<file path="src/slrg_pkg.sv">
// Shared constants of the subtractive lagged random generator.
package slrg_pkg;

  // Index and address width of the lag table
  localparam int unsigned IdxW = 6;

  // Lag table geometry and lags
  localparam logic [IdxW-1:0] TableLen   = 6'd55;
  localparam logic [IdxW-1:0] LastIdx    = 6'd54;
  localparam logic [IdxW-1:0] ShortLag   = 6'd24;
  localparam logic [IdxW-1:0] LongOffset = 6'd31;

  // Warmup stride and modulus over table positions
  localparam logic [IdxW-1:0] WarmStride = 6'd21;
  localparam logic [IdxW-1:0] WarmMod    = 6'd54;

  // Command codes of an input word
  localparam logic CmdReseed = 1'b0;
  localparam logic CmdDraw   = 1'b1;

endpackage

</file>
<file path="src/subtractive_lagged_random_generator.sv">
// Top level of the subtractive lagged random generator (lags 55 and 24).
//
// Input channel: in_valid_i / in_stall_o carry one word of cmd_i and seed_i.
// cmd_i = reseed clears the table, writes the seed and runs a 54-step warmup,
// then three refresh passes; it returns no word. cmd_i = draw returns one
// word on random_value_o over out_valid_o / out_stall_i.
// A plain draw reads its word on acceptance and loads the result register in
// the data state; the block takes no new word until it is back in idle.
// Every 54th draw first runs one refresh pass, word by word, since the table
// sits in one RAM with one write port and each word is read, subtracted and
// written back once per cycle.
// The result register lets the block take the next word while a result
// waits; a draw whose result finds the register still held waits there and
// stalls the input until the receiver takes the old word.
// After reset the table reads as all zero (per-entry valid bits) and the
// read index is zero, so draws return zero until the first reseed.
// Values are unsigned fractions of one with FRACTION_BITS bits inside and
// 32 bits at the ports.
module subtractive_lagged_random_generator #(
  parameter int unsigned FRACTION_BITS = 32
) (
  input  logic        clk_i,
  input  logic        rst_ni,
  input  logic        in_valid_i,
  output logic        in_stall_o,
  input  logic        cmd_i,
  input  logic [31:0] seed_i,
  output logic        out_valid_o,
  input  logic        out_stall_i,
  output logic [31:0] random_value_o
);

  localparam int unsigned IdxW = slrg_pkg::IdxW;
  localparam int unsigned Depth = 55;

  // Warmup start value 1e-9 as a fraction of one
  localparam logic [64:0] WarmFull = (65'd1 << FRACTION_BITS) / 65'd1000000000;
  localparam logic [FRACTION_BITS-1:0] WarmStart = WarmFull[FRACTION_BITS-1:0];

  // Sequencer states
  localparam logic [2:0] StIdle     = 3'd0;
  localparam logic [2:0] StWarm     = 3'd1;
  localparam logic [2:0] StRefresh  = 3'd2;
  localparam logic [2:0] StDrawData = 3'd3;

  logic [2:0]               state_q, state_d;
  logic [IdxW-1:0]          idx_q, idx_d;
  logic [IdxW-1:0]          k_q, k_d;
  logic [1:0]               pass_q, pass_d;
  logic                     draw_q, draw_d;
  logic [IdxW-1:0]          pos_q, pos_d;
  logic [FRACTION_BITS-1:0] cur_q, cur_d;
  logic [FRACTION_BITS-1:0] prev_q, prev_d;
  logic                     wr_pend_q, wr_pend_d;
  logic [IdxW-1:0]          wr_addr_q, wr_addr_d;
  logic [Depth-1:0]         valid_q, valid_d;
  logic                     va_q, vb_q;
  logic                     out_valid_q, out_valid_d;
  logic [31:0]              out_q, out_d;

  logic                     in_acc;
  logic [IdxW-1:0]          next_idx;
  logic [IdxW:0]            pos_sum;
  logic                     ram_we;
  logic [IdxW-1:0]          ram_waddr;
  logic [FRACTION_BITS-1:0] ram_wdata;
  logic [IdxW-1:0]          addr_a, addr_b;
  logic [FRACTION_BITS-1:0] rd_a, rd_b;
  logic [FRACTION_BITS-1:0] word_a, word_b;
  logic [FRACTION_BITS-1:0] seed_word;
  logic [31:0]              out_word;
  logic                     out_free;

  assign in_stall_o = (state_q != StIdle);
  assign in_acc     = in_valid_i && !in_stall_o;
  assign next_idx   = IdxW'(idx_q + 1'b1);
  assign pos_sum    = {1'b0, pos_q} + {1'b0, slrg_pkg::WarmStride};
  assign out_free   = !out_valid_q || !out_stall_i;

  // Mask entries never written since the last clear
  assign word_a = va_q ? rd_a : '0;
  assign word_b = vb_q ? rd_b : '0;

  // Convert between the 32-bit port format and the internal fraction
  if (FRACTION_BITS >= 32) begin : g_wide
    assign seed_word = FRACTION_BITS'(seed_i) << (FRACTION_BITS - 32);
    assign out_word  = 32'(word_a >> (FRACTION_BITS - 32));
  end else begin : g_narrow
    assign seed_word = FRACTION_BITS'(seed_i >> (32 - FRACTION_BITS));
    assign out_word  = 32'(word_a) << (32 - FRACTION_BITS);
  end

  // Pick the refresh partner: long lag for the low words, short lag above
  assign addr_b = (k_q < slrg_pkg::ShortLag) ? IdxW'(k_q + slrg_pkg::LongOffset)
                                             : IdxW'(k_q - slrg_pkg::ShortLag);

  // Pick the first read address
  always_comb begin
    case (state_q)
      StIdle:    addr_a = next_idx;
      StRefresh: addr_a = (k_q < slrg_pkg::TableLen) ? k_q : idx_q;
      default:   addr_a = idx_q;
    endcase
  end

  // Drive the single write port
  always_comb begin
    ram_we    = 1'b0;
    ram_waddr = wr_addr_q;
    ram_wdata = word_a - word_b;
    case (state_q)
      StIdle: begin
        ram_we    = in_acc && (cmd_i == slrg_pkg::CmdReseed);
        ram_waddr = slrg_pkg::LastIdx;
        ram_wdata = seed_word;
      end
      StWarm: begin
        ram_we    = 1'b1;
        ram_waddr = pos_q;
        ram_wdata = cur_q;
      end
      StRefresh: begin
        ram_we = wr_pend_q;
      end
      default: begin
        ram_we = 1'b0;
      end
    endcase
  end

  slrg_ram #(
    .WIDTH(FRACTION_BITS),
    .DEPTH(Depth)
  ) u_table (
    .clk_i    (clk_i),
    .we_i     (ram_we),
    .waddr_i  (ram_waddr),
    .wdata_i  (ram_wdata),
    .raddr_a_i(addr_a),
    .raddr_b_i(addr_b),
    .rdata_a_o(rd_a),
    .rdata_b_o(rd_b)
  );

  // Sequence reseed, warmup, refresh passes and draws
  always_comb begin
    state_d     = state_q;
    idx_d       = idx_q;
    k_d         = k_q;
    pass_d      = pass_q;
    draw_d      = draw_q;
    pos_d       = pos_q;
    cur_d       = cur_q;
    prev_d      = prev_q;
    wr_pend_d   = wr_pend_q;
    wr_addr_d   = wr_addr_q;
    valid_d     = valid_q;
    out_valid_d = out_valid_q && out_stall_i;
    out_d       = out_q;

    // Clear the table on reseed, then mark every written entry
    if (state_q == StIdle && in_acc && cmd_i == slrg_pkg::CmdReseed) begin
      valid_d = '0;
    end
    if (ram_we) begin
      valid_d[ram_waddr] = 1'b1;
    end

    case (state_q)
      StIdle: begin
        if (in_acc) begin
          if (cmd_i == slrg_pkg::CmdReseed) begin
            cur_d   = WarmStart;
            prev_d  = seed_word;
            pos_d   = slrg_pkg::WarmStride;
            k_d     = IdxW'(1);
            state_d = StWarm;
          end else if (next_idx >= slrg_pkg::TableLen) begin
            idx_d     = IdxW'(1);
            k_d       = '0;
            pass_d    = 2'd0;
            draw_d    = 1'b1;
            wr_pend_d = 1'b0;
            state_d   = StRefresh;
          end else begin
            idx_d   = next_idx;
            state_d = StDrawData;
          end
        end
      end
      StWarm: begin
        cur_d  = prev_q - cur_q;
        prev_d = cur_q;
        pos_d  = (pos_sum >= {1'b0, slrg_pkg::WarmMod})
                 ? IdxW'(pos_sum - {1'b0, slrg_pkg::WarmMod}) : IdxW'(pos_sum);
        k_d    = IdxW'(k_q + 1'b1);
        if (k_q == slrg_pkg::WarmMod) begin
          k_d       = '0;
          pass_d    = 2'd2;
          draw_d    = 1'b0;
          wr_pend_d = 1'b0;
          state_d   = StRefresh;
        end
      end
      StRefresh: begin
        if (k_q < slrg_pkg::TableLen) begin
          wr_pend_d = 1'b1;
          wr_addr_d = k_q;
          k_d       = IdxW'(k_q + 1'b1);
        end else begin
          wr_pend_d = 1'b0;
          k_d       = '0;
          if (pass_q == 2'd0) begin
            if (draw_q) begin
              state_d = StDrawData;
            end else begin
              idx_d   = '0;
              state_d = StIdle;
            end
          end else begin
            pass_d = pass_q - 2'd1;
          end
        end
      end
      StDrawData: begin
        // Hold and re-read while the result register is still taken
        if (out_free) begin
          out_valid_d = 1'b1;
          out_d       = out_word;
          state_d     = StIdle;
        end
      end
      default: begin
        state_d = StIdle;
      end
    endcase
  end

  // Control registers
  always_ff @(posedge clk_i or negedge rst_ni) begin
    if (!rst_ni) begin
      state_q     <= StIdle;
      idx_q       <= '0;
      k_q         <= '0;
      pass_q      <= '0;
      draw_q      <= 1'b0;
      wr_pend_q   <= 1'b0;
      valid_q     <= '0;
      va_q        <= 1'b0;
      vb_q        <= 1'b0;
      out_valid_q <= 1'b0;
    end else begin
      state_q     <= state_d;
      idx_q       <= idx_d;
      k_q         <= k_d;
      pass_q      <= pass_d;
      draw_q      <= draw_d;
      wr_pend_q   <= wr_pend_d;
      valid_q     <= valid_d;
      va_q        <= (addr_a < slrg_pkg::TableLen) ? valid_q[addr_a] : 1'b0;
      vb_q        <= (addr_b < slrg_pkg::TableLen) ? valid_q[addr_b] : 1'b0;
      out_valid_q <= out_valid_d;
    end
  end

  // Payload registers
  always_ff @(posedge clk_i) begin
    pos_q     <= pos_d;
    cur_q     <= cur_d;
    prev_q    <= prev_d;
    wr_addr_q <= wr_addr_d;
    out_q     <= out_d;
  end

  assign out_valid_o    = out_valid_q;
  assign random_value_o = out_q;

  // The read index stays inside the table
  a_idx_range: assert property (@(posedge clk_i) disable iff (!rst_ni)
    idx_q < slrg_pkg::TableLen)
    else $error("read index out of table range");

  // Write-back only happens inside a refresh pass
  a_wb_in_refresh: assert property (@(posedge clk_i) disable iff (!rst_ni)
    wr_pend_q |-> state_q == StRefresh)
    else $error("pending write-back outside refresh");

  // The partner read never hits the word being written back
  a_no_partner_hazard: assert property (@(posedge clk_i) disable iff (!rst_ni)
    wr_pend_q |-> wr_addr_q != addr_b)
    else $error("partner read collides with write-back");

  // A draw without refresh reaches the data state next cycle
  a_draw_path: assert property (@(posedge clk_i) disable iff (!rst_ni)
    (in_acc && cmd_i == slrg_pkg::CmdDraw && next_idx < slrg_pkg::TableLen)
      |=> state_q == StDrawData)
    else $error("draw did not go to the data state");

endmodule

</file>
<file path="src/slrg_ram.sv">
// Generic single-write, dual-read RAM with registered read data.
module slrg_ram #(
  parameter int unsigned WIDTH = 32,
  parameter int unsigned DEPTH = 55
) (
  input  logic                     clk_i,
  input  logic                     we_i,
  input  logic [$clog2(DEPTH)-1:0] waddr_i,
  input  logic [WIDTH-1:0]         wdata_i,
  input  logic [$clog2(DEPTH)-1:0] raddr_a_i,
  input  logic [$clog2(DEPTH)-1:0] raddr_b_i,
  output logic [WIDTH-1:0]         rdata_a_o,
  output logic [WIDTH-1:0]         rdata_b_o
);

  logic [WIDTH-1:0] mem [DEPTH];

  // Write one entry, read two entries into output registers
  always_ff @(posedge clk_i) begin
    if (we_i) begin
      mem[waddr_i] <= wdata_i;
    end
    rdata_a_o <= mem[raddr_a_i];
    rdata_b_o <= mem[raddr_b_i];
  end

endmodule
</file>
<file path="config.mk">
export PLATFORM = sky130hd
export DESIGN_NAME = subtractive_lagged_random_generator
export DESIGN_NICKNAME = d
export VERILOG_FILES = /design/src/slrg_pkg.sv /design/src/subtractive_lagged_random_generator.sv /design/src/slrg_ram.sv
export SDC_FILE = /design/constraint.sdc
export NUM_CORES = 2
export LEC_CHECK = 0
export BUFFER_PORTS_ARGS = -buffer_cell sky130_fd_sc_hd__clkbuf_2
export CORE_UTILIZATION = 61
export DETAILED_ROUTE_END_ITERATION = 8
export MAX_ROUTING_LAYER = met4
export PLACE_DENSITY = 0.77
export SLEW_MARGIN = 20
export SYNTH_ARGS = -nofsm -noshare
export SYNTH_HDL_FRONTEND = slang
export SYNTH_HIERARCHICAL = 1
export SYNTH_SLANG_ARGS = --single-unit
export TNS_END_PERCENT = 30
</file>
<file path="constraint.sdc">
create_clock -name clk_i -period 10.85 [get_ports clk_i]
set_input_delay 0.5425 -clock clk_i [delete_from_list [all_inputs] [get_ports clk_i]]
set_output_delay 0.5425 -clock clk_i [all_outputs]
set_load 0.005 [all_outputs]
</file>
# Word level (Yosys, flattened, before mapping)
# Memory sizes are Yosys's and may differ from the RTL's. A register that Yosys moved wholly into a read port is not among the register bits.
# Index checks and enable logic that the tools add are counted.
# classes
magnitude_cmp	10
muxes	71
n_div	0
shift	0
addsub	9
n_mul	0
n_eq_ne	15
reduce_logical	25
bitwise	2
# op_table
op	count
32-bit two-way mux	6
32-bit one-hot mux with 2 select lines	3
55-bit two-way mux	2
6-bit two-way mux	16
32-bit subtractor	2
55-bit OR	1
6-bit one-hot mux with 2 select lines	4
6-bit by 7-bit less-than comparator with 1-bit output, second input constant	3
6-bit less-than comparator, second input constant	3
1-bit two-way mux	18
2-bit != test, second input constant	9
6-bit one-hot mux with 3 select lines	1
2-bit two-way mux	8
3-bit two-way mux	5
5-bit AND reduction	3
6-bit by 1-bit adder with 6-bit output, second input constant	2
1-bit binary-select mux with 6-bit select	2
3-bit one-hot mux with 4 select lines	1
6-bit by 5-bit adder with 7-bit output, second input constant	1
7-bit by 6-bit greater-or-equal comparator with 1-bit output, second input constant	1
7-bit AND reduction	1
6-bit by 5-bit adder with 6-bit output, second input constant	1
1-bit demux with 6-bit select	1
3-bit by 2-bit equality test with 1-bit output, second input constant	2
24 further kinds	36
# word_totals
mem_count	1
ramBits	1760
mem_bits_ro	0
latchBits	0
reg_bits	185
in_bits	37
# mem_list
memory	words	word_bits	read_ports	rd_clocked_by_memory_dff	write_ports	line_no	source
u_table.mem	55	32	2	2	1	slrg_ram.sv:16	logic [WIDTH-1:0] mem [DEPTH];

# Depth between registers and ports, before layout
# depth
word_depth	8
mapped_depth	17

# Modules after synthesis
# The synthesis kept the hierarchy.
# by_module_without_submodules
mod	area_each_um2	instances	cells_each
slrg_ram	82938.3	1	4070
subtractive_lagged_random_generator	12522.0	1	1290

# Worst setup path after synthesis
# OpenSTA, ideal clock, no wires.
# synth_path
path_type	register -> register
from	register state_q[0]
to	register cur_q[0], enable pin
setup_slack_ps	4063
required_ps	10255
path_stages_with_launch	7
path_buffers	3
t_arrival_ps	6192
path_cell_list	dfrtp_1 inv_1 ha_1 clkbuf_1 clkbuf_1 clkbuf_1 o21ai_0
# synth_via
elab_chain_len	5
# synth_rtl
element	line_no	source
from (decl)	subtractive_lagged_random_generator.sv:46	logic [2:0] state_q, state_d;
from (signal assigned)	subtractive_lagged_random_generator.sv:242	state_q <= StIdle;
from (signal assigned)	subtractive_lagged_random_generator.sv:253	state_q <= state_d;
3-bit nonzero test	subtractive_lagged_random_generator.sv:74	assign in_stall_o = (state_q != StIdle);
1-bit zero test	subtractive_lagged_random_generator.sv:75	assign in_acc = in_valid_i && !in_stall_o;
1-bit logical AND	subtractive_lagged_random_generator.sv:75	
2-bit != test (no line)	-	
3-bit AND reduction (no line) *	-	
to (signal assigned)	subtractive_lagged_random_generator.sv:269	cur_q <= cur_d;
to (decl)	subtractive_lagged_random_generator.sv:52	logic [FRACTION_BITS-1:0] cur_q, cur_d;
# Every way passes the cells marked *; elsewhere a longest branch is shown, timed or not.
# A chain may end at the register's enable or synchronous reset.

# Worst setup path after layout
# layout_path
from	register state_q[1]
to	memory u_table.mem[3][16], enable pin
# layout_via
elab_chain_len	7
# layout_rtl
element	line_no	source
3-bit nonzero test	subtractive_lagged_random_generator.sv:74	
1-bit zero test	subtractive_lagged_random_generator.sv:75	
1-bit logical AND	subtractive_lagged_random_generator.sv:75	
1-bit logical AND	subtractive_lagged_random_generator.sv:113	ram_we = in_acc && (cmd_i == slrg_pkg::CmdReseed);
1-bit one-hot mux with 3 select lines *	subtractive_lagged_random_generator.sv:111	case (state_q)
named net ram_we	subtractive_lagged_random_generator.sv:64	logic ram_we;
1-bit two-way mux *	slrg_ram.sv:20	if (we_i) begin
1-bit two-way mux (not written as such) *	slrg_ram.sv:21	mem[waddr_i] <= wdata_i;
to (decl)	slrg_ram.sv:16	
# The timed path passes the listed nets; every way through them passes the cells marked *.

==> summary.md <==
| Metric | Value |
|---|---|
| Outcome | completed |
| Yosys Warn Count | 6 |
| Switching Fraction | 38.9% |
| Post-Synthesis Cells | between 5000 and 6000 |
| CP delay by family, top | simple AND/OR/NAND/NOR gates |
| Data arrival, critical path | 6330 ps |
| Minimum clock period after layout | 5870 ps |
| Fin crit share | 54.1% |
| Clk_lat worst skew | 850 ps |
| R2R Setup Slk | ~5000 ps |
| Required time worst endpoint | 11320 ps |
| Seq/Total Area, Yosys | 62.1% |
| Net Switching | about 14000 uW |
| Total GRT Usage | around 37% |
| DP HPWL | 167 mm |
| Critical Path Source Type | flip-flop |
| Commonest non-fill, non-tap cell in the layout | edfxtp_1 |
| Post-Route WL | 283 mm |
| First-pass iteration count of the detailed router | 6 |
| DRC viols | 0 |
| Cell repeated most along the worst path | buf_4 |
| Number of flops mapped to enable cells by yosys | between 1500 and 2000 |
| Leak pwr | 0.0345 uW |
| Internal | 22500 uW |
| Sequential power share | 33.7% |
| Global placement routability congestion | about 0.9 |
| Pwr dens | 348 nW/um2 |
| Worst-path maximum fanout | 57 |
| Routed vias | ~57000 |
| Worst rel slew slack | 19.5% |
| Synth async-reset ratio | approximately 3.8% |
| Clock root buffer | clkbuf_16 |
| CP cell instances | inv_1, ha_2, buf_4, nand3_4, a21oi_1, nor2b_1, nand3_1, nor2_4, buf_4 |
| Initial antenna violation count | 18 |
| CTS tree | yes |
| Die area | 158000 um2 |
| Logic pwr share | between 40% and 50% |
| FF+latch count, synth | 2008 |
| Fmax achieved | about 170 MHz |
| Num CTS Buffers | ~200 |
| Vias in the first global route | 56600 |
| # H-tree levels | 4 |
| Worst Setup End Kind | flip-flop |
| Multi-input gate area | roughly 35000 um2 |
| Setup violators final | 0 |
| Layout area overhead | 10.8% |
| Row cnt | 144 |
| Max cap viols | 0 |
| Postcts setup bufs | 0 |
| Commonest non-fill, non-tap cells in the layout | edfxtp_1, mux4_2, mux2i_1 |
| Overall power | ~37000 uW |
| Storage cell area | between 50000 and 60000 um2 |
| CORE AREA | 155000 um2 |
| Iter 0 DRT Violations | 9151 |
| Deepest clock path buffer count | 3 |
| Die H | just under 400 um |
| Final Hold Vio Count | 0 |
| PostCTS Resize Cnt | 0 |
| Post-Syn Area | 95500 um2 |
| CP Class | reg2reg |
| Slew Limit Fails | 0 |
| Tightest Hold Check Type | in2reg |
| Clock transition at path regs | about 60 ps |
| Ports | between 70 and 80 |
| Synthesized net count | 5477 |
| CP max stage delay | 990 ps |
| Drt wl/cell | between 30 and 40 um |
| # nets final | 5548 |
| Synth Flop Type | edfxtp_1 |
| Fillers | between 9000 and 10000 |
| Setup TNS | 0 ps |
| Hold buffers post-CTS | 9 |
| Largest net degree at the start of global routing | 149 |
| Clock sinks | between 2000 and 2500 |
| GR Overflow Total | 0 |
| ANT nets after route | 0 |
| Starting Density | 61.7% |
| Slowest cell on crit path | a21oi_1 |
| Clock power frac | 19.7% |
| IO Port Bufs | 70 |
| Share of cells above drive strength 1 | roughly 28% |
| VDD IR-drop max | between 0.0005 and 0.0006 V |
| First-pass GRT wire length | between 400 and 500 mm |
| Syn_area_per_cell | 17.8 um2 |
| Worst Max-Slew Pin Slew | between 1000 and 1500 ps |
| Final instance area | 106000 um2 |
| Post-DP Area | 98700 um2 |
| Buffers & Inverters on Critical Path | 3 |
| RSZ-0062 raised after global routing | no |
| Yosys cell types | 81 |
| Vias per cell | 7.49 |
| Clk_skew | roughly 45 ps |
| DIE WIDTH | a little under 400 um |
[sequential cells by signal, summed over array words and instances, names as in the netlist, 6 cells and up]
name	flops
u_table/mem	1760
valid_q	55
cur_q	32
prev_q	32
random_value_o	32
u_table/rdata_a_o	32
u_table/rdata_b_o	32
idx_q	6
k_q	6
pos_q	6
wr_addr_q	6
[metrics by stage]
stage | util (%) | hold WS, ps | std cells | setup slack [ps]
after CTS | 68.3 | 0.381 | 7648 | 4640
after floorplan | - | 247 | 5360 | 4060
final | 68.3 | 43.7 | 7661 | 4980
after global routing | 68.3 | 36.6 | 7660 | 4730
after global placement | 63.8 | 478 | 7264 | 4770
after detailed placement | 63.8 | 490 | 7264 | 4630
[power by group through the flow]
stage,registers [uW],logic [uW],clock network [uW]
floorplan,12400,11500,0
global placement,12400,16500,0
detailed placement,12500,16800,0
CTS,12300,16900,7270
global route,12400,17900,7540
finish,12400,17200,7240
[cell families (layout without fill, tap and decap cells)]
kind of cell    after synthesis  after routing  synth area share, %
flops                      2008           2008                 62.1
mux                        1358           1358                 25.3
compound gates              806            806                 5.75
simple gates                600            600                 2.84
buf+inv                     440            686                 2.29
fa+ha+maj                    80             80                 1.06
xor+xnor                     68             68                0.632
other cells                   0             11                    0
[synth_stat cells, drive strengths merged, types with 8 or more instances]
cell | instances | area share (%)
mux4 | 841 | 20
a22oi | 135 | 1.1
inv | 73 | 0.29
a21o | 33 | 0.26
o22ai | 93 | 0.61
edfxtp | 1868 | 59
dfrtp | 76 | 2.0
o31ai | 14 | 0.11
a21boi | 41 | 0.32
dfxtp | 64 | 1.3
o211ai | 21 | 0.17
a31oi | 11 | 0.072
o21bai | 10 | 0.079
a21oi | 76 | 0.41
buf | 241 | 1.5
nand3 | 48 | 0.25
nor2b | 34 | 0.22
ha | 78 | 1.0
mux2 | 49 | 0.58
xnor2 | 38 | 0.36
nor3 | 12 | 0.063
mux2i | 468 | 4.9
nor2 | 153 | 0.60
and2 | 49 | 0.32
a221oi | 12 | 0.13
nand2b | 20 | 0.13
o21a | 12 | 0.094
a2111oi | 14 | 0.14
xor2 | 30 | 0.28
a211o | 42 | 0.39
nand2 | 245 | 0.96
o21ai | 200 | 1.0
nand3b | 8 | 0.063
a211oi | 33 | 0.26
a32o | 20 | 0.21
clkbuf | 126 | 0.50
[cell type report]
| type | instances | share of cell area (%) |
|---|---|---|
| Clock buffer | 251 | 5.11 |
| Sequential cell | 2008 | 56.1 |
| Clock inverter | 124 | 1.41 |
| Antenna cell | 11 | 0.0260 |
| Inverter | 73 | 0.280 |
| Tap cell | 2044 | 2.42 |
| Multi-Input combinational cell | 2912 | 33.0 |
| Timing Repair Buffer | 238 | 1.69 |
[metal layers]
| layer | global-route usage (%) | vias up | part of all wire, % |
|---|---|---|---|
| met5 | - | - | 0 |
| met2 | 52.6 | 4744 | 45 |
| li1 | - | 22500 | - |
| met4 | 18.7 | 0 | 5.8 |
| met3 | 12.5 | 905 | 16 |
| met1 | 48.3 | 29200 | 34 |
[path summary, 6_finish.rpt]
kind / start / end / depth (start not counted)
max reg2reg: state_q[1] / u_table/mem[3][16] / 9
min in group asynchronous: rst_ni / k_q[1] / 2
max: state_q[1] / u_table/mem[3][16] / 9
max in group asynchronous: rst_ni / vb_q / 2
min: seed_i[0] / prev_q[0] / 2
min reg2reg: valid_q[46] / valid_q[46] / 2
No activity file was read; power rests on OpenSTA's default activity.
